<file path="src/rtl/lsf_spacing_weight_core_defines.svh">
// Assertion macros used by the spacing weight datapath.
`ifndef LSF_SPACING_WEIGHT_CORE_DEFINES_SVH
`define LSF_SPACING_WEIGHT_CORE_DEFINES_SVH

`ifndef SYNTHESIS
`define LSF_ASSERT(lbl, clk, rst_n, prop, msg) \
    lbl: assert property (@(posedge clk) disable iff (!rst_n) prop) else $error(msg);
`define LSF_ASSERT_NEXT(lbl, clk, rst_n, ante, cons, msg) \
    lbl: assert property (@(posedge clk) disable iff (!rst_n) (ante) |=> (cons)) \
        else $error(msg);
`else
`define LSF_ASSERT(lbl, clk, rst_n, prop, msg)
`define LSF_ASSERT_NEXT(lbl, clk, rst_n, ante, cons, msg)
`endif

`endif

</file>
<file path="src/rtl/lsf_pkg.sv">
package lsf_pkg;

    localparam int LSF_MAX_ELEMENTS = 64;
    localparam int LSF_POS_W        = 16;
    localparam int LSF_GAP_W        = LSF_POS_W + 1;
    localparam int LSF_DEN_W        = LSF_POS_W + 2;
    localparam int LSF_WEIGHT_W     = 32;
    localparam int LSF_INDEX_W      = 6;
    localparam int LSF_CFG_IDX_W    = 2;
    localparam int LSF_DIV_STEPS    = LSF_WEIGHT_W;
    localparam int LSF_DIV_CNT_W    = $clog2(LSF_DIV_STEPS);

    localparam logic [LSF_CFG_IDX_W-1:0] CFG_UPPER_BOUND = 2'd0;
    localparam logic [LSF_CFG_IDX_W-1:0] CFG_NUMERATOR   = 2'd1;
    localparam logic [LSF_CFG_IDX_W-1:0] CFG_BIAS        = 2'd2;

    // Commands from the controller to the datapath.
    typedef struct packed {
        logic load;       // capture the input beat
        logic start;      // load the divider for a new weight
        logic sel_final;  // weight of the just-received final element
        logic step;       // one restoring division step
        logic store;      // move the finished weight to the output register
        logic commit;     // update the held element state
    } t_lsf_cmd;

    typedef struct packed {
        logic have_held;
        logic fin;
        logic out_free;
    } t_lsf_sts;

endpackage

</file>
<file path="src/rtl/lsf_ctrl.sv">
module lsf_ctrl
    import lsf_pkg::*;
(
    input  logic     i_clk,
    input  logic     i_rst_n,
    input  logic     i_in_valid,
    output logic     o_in_ready,
    input  t_lsf_sts i_sts,
    output t_lsf_cmd o_cmd
);

    localparam logic [1:0] S_IDLE   = 2'd0;
    localparam logic [1:0] S_DECIDE = 2'd1;
    localparam logic [1:0] S_DIV    = 2'd2;
    localparam logic [1:0] S_STORE  = 2'd3;

    localparam logic [LSF_DIV_CNT_W-1:0] DIV_LAST = LSF_DIV_CNT_W'(LSF_DIV_STEPS - 1);

    logic [1:0]               r_state, n_state;
    logic [LSF_DIV_CNT_W-1:0] r_cnt, n_cnt;
    logic                     r_phase, n_phase;

    always_comb begin
        n_state    = r_state;
        n_cnt      = r_cnt;
        n_phase    = r_phase;
        o_cmd      = '0;
        o_in_ready = 1'b0;
        unique case (r_state)
            S_IDLE: begin
                o_in_ready = 1'b1;
                if (i_in_valid) begin
                    o_cmd.load = 1'b1;
                    n_state    = S_DECIDE;
                end
            end
            S_DECIDE: begin
                n_cnt = '0;
                if (i_sts.have_held) begin
                    o_cmd.start = 1'b1;
                    n_phase     = 1'b0;
                    n_state     = S_DIV;
                end else if (i_sts.fin) begin
                    o_cmd.start     = 1'b1;
                    o_cmd.sel_final = 1'b1;
                    n_phase         = 1'b1;
                    n_state         = S_DIV;
                end else begin
                    o_cmd.commit = 1'b1;
                    n_state      = S_IDLE;
                end
            end
            S_DIV: begin
                o_cmd.step = 1'b1;
                n_cnt      = r_cnt + 1'b1;
                if (r_cnt == DIV_LAST) begin
                    n_state = S_STORE;
                end
            end
            S_STORE: begin
                if (i_sts.out_free) begin
                    o_cmd.store = 1'b1;
                    if (!r_phase && i_sts.fin) begin
                        // The final element's own weight follows the held one.
                        o_cmd.start     = 1'b1;
                        o_cmd.sel_final = 1'b1;
                        n_phase         = 1'b1;
                        n_cnt           = '0;
                        n_state         = S_DIV;
                    end else begin
                        o_cmd.commit = 1'b1;
                        n_state      = S_IDLE;
                    end
                end
            end
            default: begin
                n_state = S_IDLE;
            end
        endcase
    end

    always_ff @(posedge i_clk) begin
        if (!i_rst_n) begin
            r_state <= S_IDLE;
            r_cnt   <= '0;
            r_phase <= 1'b0;
        end else begin
            r_state <= n_state;
            r_cnt   <= n_cnt;
            r_phase <= n_phase;
        end
    end

endmodule

</file>
<file path="src/rtl/lsf_dp.sv">
`include "lsf_spacing_weight_core_defines.svh"

module lsf_dp
    import lsf_pkg::*;
#(
    parameter int MAX_ELEMENTS = LSF_MAX_ELEMENTS
) (
    input  logic                     i_clk,
    input  logic                     i_rst_n,
    input  logic [LSF_POS_W-1:0]     i_position,
    input  logic                     i_last,
    input  logic                     i_cfg_valid,
    input  logic [LSF_CFG_IDX_W-1:0] i_cfg_index,
    input  logic [LSF_POS_W-1:0]     i_cfg_data,
    input  logic                     i_out_ready,
    input  t_lsf_cmd                 i_cmd,
    output t_lsf_sts                 o_sts,
    output logic                     o_out_valid,
    output logic [LSF_WEIGHT_W-1:0]  o_weight,
    output logic [LSF_INDEX_W-1:0]   o_index,
    output logic                     o_saturated,
    output logic                     o_last_res
);

    localparam int CNT_W   = (MAX_ELEMENTS > 1) ? $clog2(MAX_ELEMENTS) : 1;
    localparam int IDX_EXT = (CNT_W > LSF_INDEX_W) ? CNT_W : LSF_INDEX_W;
    localparam logic [CNT_W-1:0] CNT_LAST = CNT_W'(MAX_ELEMENTS - 1);

    // Configuration registers.
    logic [LSF_POS_W-1:0] r_upper_bound;
    logic [LSF_POS_W-1:0] r_numerator;
    logic [LSF_POS_W-1:0] r_bias;

    // Captured input beat.
    logic [LSF_POS_W-1:0] r_pos;
    logic                 r_fin;

    // Held element state.
    logic [LSF_POS_W-1:0]        r_held_pos;
    logic signed [LSF_GAP_W-1:0] r_held_left;
    logic                        r_have_held;
    logic [CNT_W-1:0]            r_count;

    // Divider.
    logic [LSF_WEIGHT_W-1:0] r_quo;
    logic [LSF_GAP_W-1:0]    r_rem;
    logic [LSF_GAP_W-1:0]    r_den;
    logic                    r_sat;
    logic [CNT_W-1:0]        r_res_idx;
    logic                    r_res_last;

    // Output register.
    logic                    r_out_valid;
    logic [LSF_WEIGHT_W-1:0] r_out_weight;
    logic [CNT_W-1:0]        r_out_idx;
    logic                    r_out_sat;
    logic                    r_out_last;

    logic signed [LSF_GAP_W-1:0] diff;
    logic signed [LSF_GAP_W-1:0] left_cur;
    logic signed [LSF_GAP_W-1:0] right_fin;
    logic signed [LSF_GAP_W-1:0] left_op;
    logic signed [LSF_GAP_W-1:0] right_op;
    logic signed [LSF_GAP_W-1:0] gap;
    logic signed [LSF_DEN_W-1:0] den;
    logic [CNT_W-1:0]            idx_cur;
    logic [LSF_DEN_W-1:0]        trial;
    logic [LSF_DEN_W-1:0]        trial_sub;
    logic                        trial_ge;
    logic                        out_free;
    logic [IDX_EXT-1:0]          idx_ext;

    always_comb begin
        diff      = $signed({1'b0, r_pos}) - $signed({1'b0, r_held_pos});
        left_cur  = r_have_held ? diff : $signed({1'b0, r_pos});
        right_fin = $signed({1'b0, r_upper_bound}) - $signed({1'b0, r_pos});
        idx_cur   = r_have_held ? ((r_count == CNT_LAST) ? '0 : r_count + 1'b1) : '0;
        left_op   = i_cmd.sel_final ? left_cur : r_held_left;
        right_op  = i_cmd.sel_final ? right_fin : diff;
        gap       = (right_op < left_op) ? right_op : left_op;
        den       = $signed({gap[LSF_GAP_W-1], gap}) + $signed({2'b00, r_bias});
        trial     = {r_rem, r_quo[LSF_WEIGHT_W-1]};
        trial_sub = trial - {1'b0, r_den};
        trial_ge  = (trial >= {1'b0, r_den});
        out_free  = !r_out_valid || i_out_ready;
    end

    always_ff @(posedge i_clk) begin
        if (!i_rst_n) begin
            r_upper_bound <= '1;
            r_numerator   <= LSF_POS_W'(1);
            r_bias        <= LSF_POS_W'(1);
        end else if (i_cfg_valid) begin
            unique case (i_cfg_index)
                CFG_UPPER_BOUND: r_upper_bound <= i_cfg_data;
                CFG_NUMERATOR:   r_numerator   <= i_cfg_data;
                CFG_BIAS:        r_bias        <= i_cfg_data;
                default: ;
            endcase
        end
    end

    always_ff @(posedge i_clk) begin
        if (i_cmd.load) begin
            r_pos <= i_position;
            r_fin <= i_last;
        end
    end

    always_ff @(posedge i_clk) begin
        if (!i_rst_n) begin
            r_held_pos  <= '0;
            r_held_left <= '0;
            r_have_held <= 1'b0;
            r_count     <= '0;
        end else if (i_cmd.commit) begin
            if (r_fin) begin
                r_held_pos  <= '0;
                r_held_left <= '0;
                r_have_held <= 1'b0;
                r_count     <= '0;
            end else begin
                r_held_pos  <= r_pos;
                r_held_left <= left_cur;
                r_have_held <= 1'b1;
                r_count     <= idx_cur;
            end
        end
    end

    // Restoring division of numerator*65536 by the 17-bit denominator.
    always_ff @(posedge i_clk) begin
        if (i_cmd.start) begin
            r_quo      <= {r_numerator, {(LSF_WEIGHT_W - LSF_POS_W){1'b0}}};
            r_rem      <= '0;
            r_den      <= den[LSF_GAP_W-1:0];
            r_sat      <= den[LSF_DEN_W-1] || (den == '0);
            r_res_idx  <= i_cmd.sel_final ? idx_cur : r_count;
            r_res_last <= i_cmd.sel_final;
        end else if (i_cmd.step) begin
            r_quo <= {r_quo[LSF_WEIGHT_W-2:0], trial_ge};
            r_rem <= trial_ge ? trial_sub[LSF_GAP_W-1:0] : trial[LSF_GAP_W-1:0];
        end
    end

    always_ff @(posedge i_clk) begin
        if (!i_rst_n) begin
            r_out_valid <= 1'b0;
        end else if (i_cmd.store) begin
            r_out_valid <= 1'b1;
        end else if (i_out_ready) begin
            r_out_valid <= 1'b0;
        end
    end

    always_ff @(posedge i_clk) begin
        if (i_cmd.store) begin
            r_out_weight <= r_sat ? '1 : r_quo;
            r_out_idx    <= r_res_idx;
            r_out_sat    <= r_sat;
            r_out_last   <= r_res_last;
        end
    end

    assign idx_ext = IDX_EXT'(r_out_idx);

    assign o_sts.have_held = r_have_held;
    assign o_sts.fin       = r_fin;
    assign o_sts.out_free  = out_free;

    assign o_out_valid = r_out_valid;
    assign o_weight    = r_out_weight;
    assign o_index     = idx_ext[LSF_INDEX_W-1:0];
    assign o_saturated = r_out_sat;
    assign o_last_res  = r_out_last;

    `LSF_ASSERT(a_count_needs_held, i_clk, i_rst_n, (r_count != '0) |-> r_have_held, "nonzero element count without a held element")
    `LSF_ASSERT(a_sat_all_ones, i_clk, i_rst_n, (r_out_valid && r_out_sat) |-> (r_out_weight == '1), "saturated weight is not all ones")
    `LSF_ASSERT_NEXT(a_final_clears, i_clk, i_rst_n, i_cmd.store && r_res_last, !r_have_held && (r_count == '0), "held state not cleared after final weight")

endmodule

</file>
<file path="src/rtl/lsf_spacing_weight_core.sv">
// Spacing weight engine for an ordered position vector.
// Input channel (i_in_valid / o_in_ready) takes one element per beat, with
// i_last on the final element. Output channel (o_out_valid / i_out_ready)
// delivers one weight per beat with its element index, a saturation flag
// and o_last_res on the weight of the final element.
// The configuration channel (i_cfg_valid / o_cfg_ready) is always ready and
// writes upper_bound, numerator or bias by index; write only while idle.
// Each weight comes from a shared 32-step restoring divider, one quotient
// bit per cycle. An element that yields one weight passes through setup,
// the divide steps and a store into the output register after its beat is
// accepted, and the next beat can be taken once the store is done.
// The final element of a longer vector yields two weights, the held
// element's and then its own. The first element of a longer vector
// yields no weight and frees the input without using the divider.
// One element is processed at a time; the input is ready again once its
// weights are in the output register. A stalled receiver holds the output
// register, and a following weight waits in the divider until it drains.
// Synchronous reset clears the held element, the output register and the
// controller, and restores upper_bound 65535, numerator 1 and bias 1.
module lsf_spacing_weight_core
    import lsf_pkg::*;
#(
    parameter int MAX_ELEMENTS = LSF_MAX_ELEMENTS
) (
    input  logic                     i_clk,
    input  logic                     i_rst_n,
    input  logic                     i_in_valid,
    output logic                     o_in_ready,
    input  logic [LSF_POS_W-1:0]     i_position,
    input  logic                     i_last,
    input  logic                     i_cfg_valid,
    output logic                     o_cfg_ready,
    input  logic [LSF_CFG_IDX_W-1:0] i_cfg_index,
    input  logic [LSF_POS_W-1:0]     i_cfg_data,
    output logic                     o_out_valid,
    input  logic                     i_out_ready,
    output logic [LSF_WEIGHT_W-1:0]  o_weight,
    output logic [LSF_INDEX_W-1:0]   o_index,
    output logic                     o_saturated,
    output logic                     o_last_res
);

    t_lsf_cmd cmd;
    t_lsf_sts sts;

    assign o_cfg_ready = 1'b1;

    lsf_ctrl u_ctrl (
        .i_clk      (i_clk),
        .i_rst_n    (i_rst_n),
        .i_in_valid (i_in_valid),
        .o_in_ready (o_in_ready),
        .i_sts      (sts),
        .o_cmd      (cmd)
    );

    lsf_dp #(
        .MAX_ELEMENTS (MAX_ELEMENTS)
    ) u_dp (
        .i_clk       (i_clk),
        .i_rst_n     (i_rst_n),
        .i_position  (i_position),
        .i_last      (i_last),
        .i_cfg_valid (i_cfg_valid),
        .i_cfg_index (i_cfg_index),
        .i_cfg_data  (i_cfg_data),
        .i_out_ready (i_out_ready),
        .i_cmd       (cmd),
        .o_sts       (sts),
        .o_out_valid (o_out_valid),
        .o_weight    (o_weight),
        .o_index     (o_index),
        .o_saturated (o_saturated),
        .o_last_res  (o_last_res)
    );

endmodule
</file>
<file path="config.mk">
export PLATFORM = sky130hd
export DESIGN_NAME = lsf_spacing_weight_core
export DESIGN_NICKNAME = d
export VERILOG_FILES = /design/src/rtl/lsf_pkg.sv /design/src/rtl/lsf_ctrl.sv /design/src/rtl/lsf_dp.sv /design/src/rtl/lsf_spacing_weight_core.sv
export VERILOG_INCLUDE_DIRS = /design/src /design/src/rtl
export SDC_FILE = /design/constraint.sdc
export NUM_CORES = 1
export LEC_CHECK = 0
export BUFFER_PORTS_ARGS = -buffer_cell sky130_fd_sc_hd__clkbuf_2
export CAP_MARGIN = 10
export CORE_MARGIN = 2
export CORE_UTILIZATION = 60
export DETAILED_ROUTE_END_ITERATION = 7
export HOLD_SLACK_MARGIN = 0.03
export PLACE_DENSITY = 0.86
export SYNTH_ARGS = -nofsm -noshare
export SYNTH_HDL_FRONTEND = slang
export SYNTH_SLANG_ARGS = --single-unit
</file>
<file path="constraint.sdc">
create_clock -name i_clk -period 9.7 [get_ports i_clk]
set_input_delay 0.97 -clock i_clk [delete_from_list [all_inputs] [get_ports i_clk]]
set_output_delay 0.97 -clock i_clk [all_outputs]
set_load 0.01 [all_outputs]
</file>
==> flow_summary_export.csv <==
group,metric,value,unit
timing,hold_violations,0,
clocking,cts_resized,0,
global_routing,grt_pass1_wl,47.6,mm
critical_path,reg2reg_from,"u_dp.r_pos[1]",
clocking,h-tree-depth,1,
pwr,power_leakage,5.71,nW
logic_synthesis,synth_area_leaders,"edfxtp_1, dfxtp_1, ha_1, nand2_1, a21oi_1",
global_routing,grt_use_total,26.2,%
finish,stdcell_count,1745,
critical_path,cp.required,10.07,ns
route,wl_met2,13.6,mm
logic_synthesis,syn_avg_cell_area,9.08,sq um
route,totalWireLength,29.0,mm
timing,finalClockSkew,0.0116,ns
die,rows,53,
logic_synthesis,netlist.area_leader.share,23.3,%
timing,tightest_slew,1.21,ns
finish,final_cell_mix,"nand2_1, dfxtp_1, nor2_1",
finish,syn2layout_area_growth,11.3,%
timing,rsz0062_at_grt,"false",
clocking,cts_sinks,228,
die,dieWidth,149,microns
finish,drive_gt1_share,12.6,%
clocking,cts_tree,"built",
global_routing,grt_max_degree,63,
global_routing,grt_remaining_overflow,0,
critical_path,end_kind,"register",
logic_synthesis,ys_types,72,
clocking,insertion_delay,0.54,ns
timing,fin_setup_tns,0,ns
die,core-area,20800,sq um
timing,period_share,78.4,%
clocking,clockRootBuffer,"clkbuf_16",
global_routing,antenna_found_initial,0,
finish,stdcell_area,14100,sq um
placed_design,io_buffers,81,
clocking,clk_pin_slew_worst_paths,0.06,ns
critical_path,cp_max_fo,7,
placed_design,place_congestion,0.972,
worst_hold_path,hold_class,"reg -> reg",
critical_path,critPathArrivalTime,7.97,ns
logic_synthesis,yosys.area.top_type,"edfxtp_1",
critical_path,slowest_delay,0.81,ns
finish,fin_util,67.6,%
route,postRouteAntennaNets,0,
logic_synthesis,syn_inst,1393,
finish,diodes,0,
finish,final_common_cell,"nand2_1",
logic_synthesis,syn-num-nets,1522,
placed_design,dp_slack,1.74,ns
clocking,post_cts_buffers,0,
die,die_height,149,microns
route,routedWlPerCell,16.6,microns
clocking,cts_hold_buffers,0,
route,drt_first_pass_iters,5,
placed_design,dp_cells,1699,
route,wl_met1,13.1,mm
logic_synthesis,yosys_warnings,0,
logic_synthesis,synth_edf_count,98,
logic_synthesis,synth_flop_cell,"dfxtp_1",
logic_synthesis,syn-cell-area,12600,sq um
route,top_layer_used,"met4",
logic_synthesis,seq_area_frac_synth,43.9,%
route,routed-wl-met3,1.68,mm
clocking,clk_path_buf_depth,3,
timing,fmax,132,MHz
flow_run,drv_cap,0,
finish,n_fill_cell,1641,
global_routing,grt_pass1_vias,9675,
route,drcViolationCount,0,
route,vias_per_cell,5.92,
finish,fin_nets,1580,
timing,max-slew-margin-rel,19.4,%
logic_synthesis,async_reset_ff_share,0,%
timing,fin_ws,2.10,ns
die,io_pins,83,
route,vias,10300,
clocking,cts_inserted_buffers,25,
pwr,p_per_area,204,nW/um^2
pwr,ir_drop,0.000139,V
timing,fin_crit,7.60,ns
pwr,power,2.87,mW
die,start_util,60.7,%
placed_design,post-dp-hpwl,20.6,mm
placed_design,post_dp_cell_area,13300,sq um
critical_path,slowest_stage,"o41ai_1",
critical_path,critPathLaunch,"u_dp.r_pos[1]",
route,drtIter0Drc,833,
worst_hold_path,min-delay-start,"u_dp.r_res_idx[4]",
timing,setup_viol_count_final,0,
run_status,status,"finished, final reports clean",
die,design.die.area,22200,sq um
critical_path,critPathKind,"reg -> reg",
logic_synthesis,synth_seq_cells,228,
timing,slew_viol_final,0,
critical_path,setup.worst_path.start_class,"register",
timing,hold_ws,0.424,ns
[area by class of cell]
| cell class | count | area (sq um) | share of cell area (%) |
|---|---|---|---|
| Clock inverter | 18 | 158 | 1.12 |
| Inverter | 84 | 315 | 2.24 |
| Sequential cell | 228 | 5550 | 39.4 |
| Tap cell | 275 | 344 | 2.45 |
| Timing Repair Buffer | 91 | 480 | 3.41 |
| Clock buffer | 28 | 637 | 4.53 |
| Multi-Input combinational cell | 1021 | 6590 | 46.8 |
[cell families (layout without fill, tap and decap cells)]
logic type | Yosys count | in the layout | share of synthesized area, %
AO/OA/AOI/OAI | 365 | 365 | 18.5
adder cells (fa/ha/maj) | 89 | 89 | 9.05
multiplexers | 47 | 47 | 3.93
buffers and inverters | 144 | 221 | 4.30
XOR/XNOR | 50 | 50 | 3.46
AND/OR/NAND/NOR | 469 | 469 | 16.9
flip-flops | 228 | 228 | 43.9
other | 1 | 1 | 0.0297
[state kept, by name, summed over array words and instances, names as in the netlist, 16 cells and up]
name and flops:
u_dp.o_weight 32, u_dp.r_bias 16, u_dp.r_den 17, u_dp.r_held_left 17
u_dp.r_held_pos 16, u_dp.r_numerator 16, u_dp.r_pos 16, u_dp.r_quo 32
u_dp.r_rem 17, u_dp.r_upper_bound 16
[power breakdown]
group / internal [mW] / total [mW] / switching [mW] / leakage [nW]
Sequential: 1.08 / 1.13 / 0.0496 / 1.97
Clock: 0.529 / 0.920 / 0.391 / 0.384
Combinational: 0.345 / 0.818 / 0.473 / 3.36
Total: 1.95 / 2.87 / 0.913 / 5.71
[path summary, 6_finish.rpt]
check	to	slack, ns	cells past startpoint
min	u_dp.o_index[4]	0.42	0
max	u_dp.r_sat	2.10	29
max reg2reg	u_dp.r_sat	2.10	29
min reg2reg	u_dp.o_index[4]	0.42	0
[layer usage]
metal / vias up / GRT usage [%]
li1: 5075 / -
met1: 4870 / 36.2
met2: 324 / 43.2
met3: 61 / 3.49
met4: 0 / 7.71
met5: - / 0
[cells in the mapped netlist (all sizes together), types with 28 or more instances]
cell type and number:
a21oi 106, a22oi 28, clkbuf 52, dfxtp 130, edfxtp 98, ha 85, inv 84, mux2i 38
nand2 205, nand3 37, nor2 107, o21ai 91, or2 37, xnor2 31
[worst max-delay path: cells and delay by family (launching register included)]
family          cells  cell delay (ns)
compound gates     14             3.96
xor+xnor            1             0.21
fa+ha+maj           4             1.16
buf+inv             2             0.22
flops               1             0.49
mux                 4             0.74
simple gates        4             0.66
No activity file was read; power rests on OpenSTA's default activity.
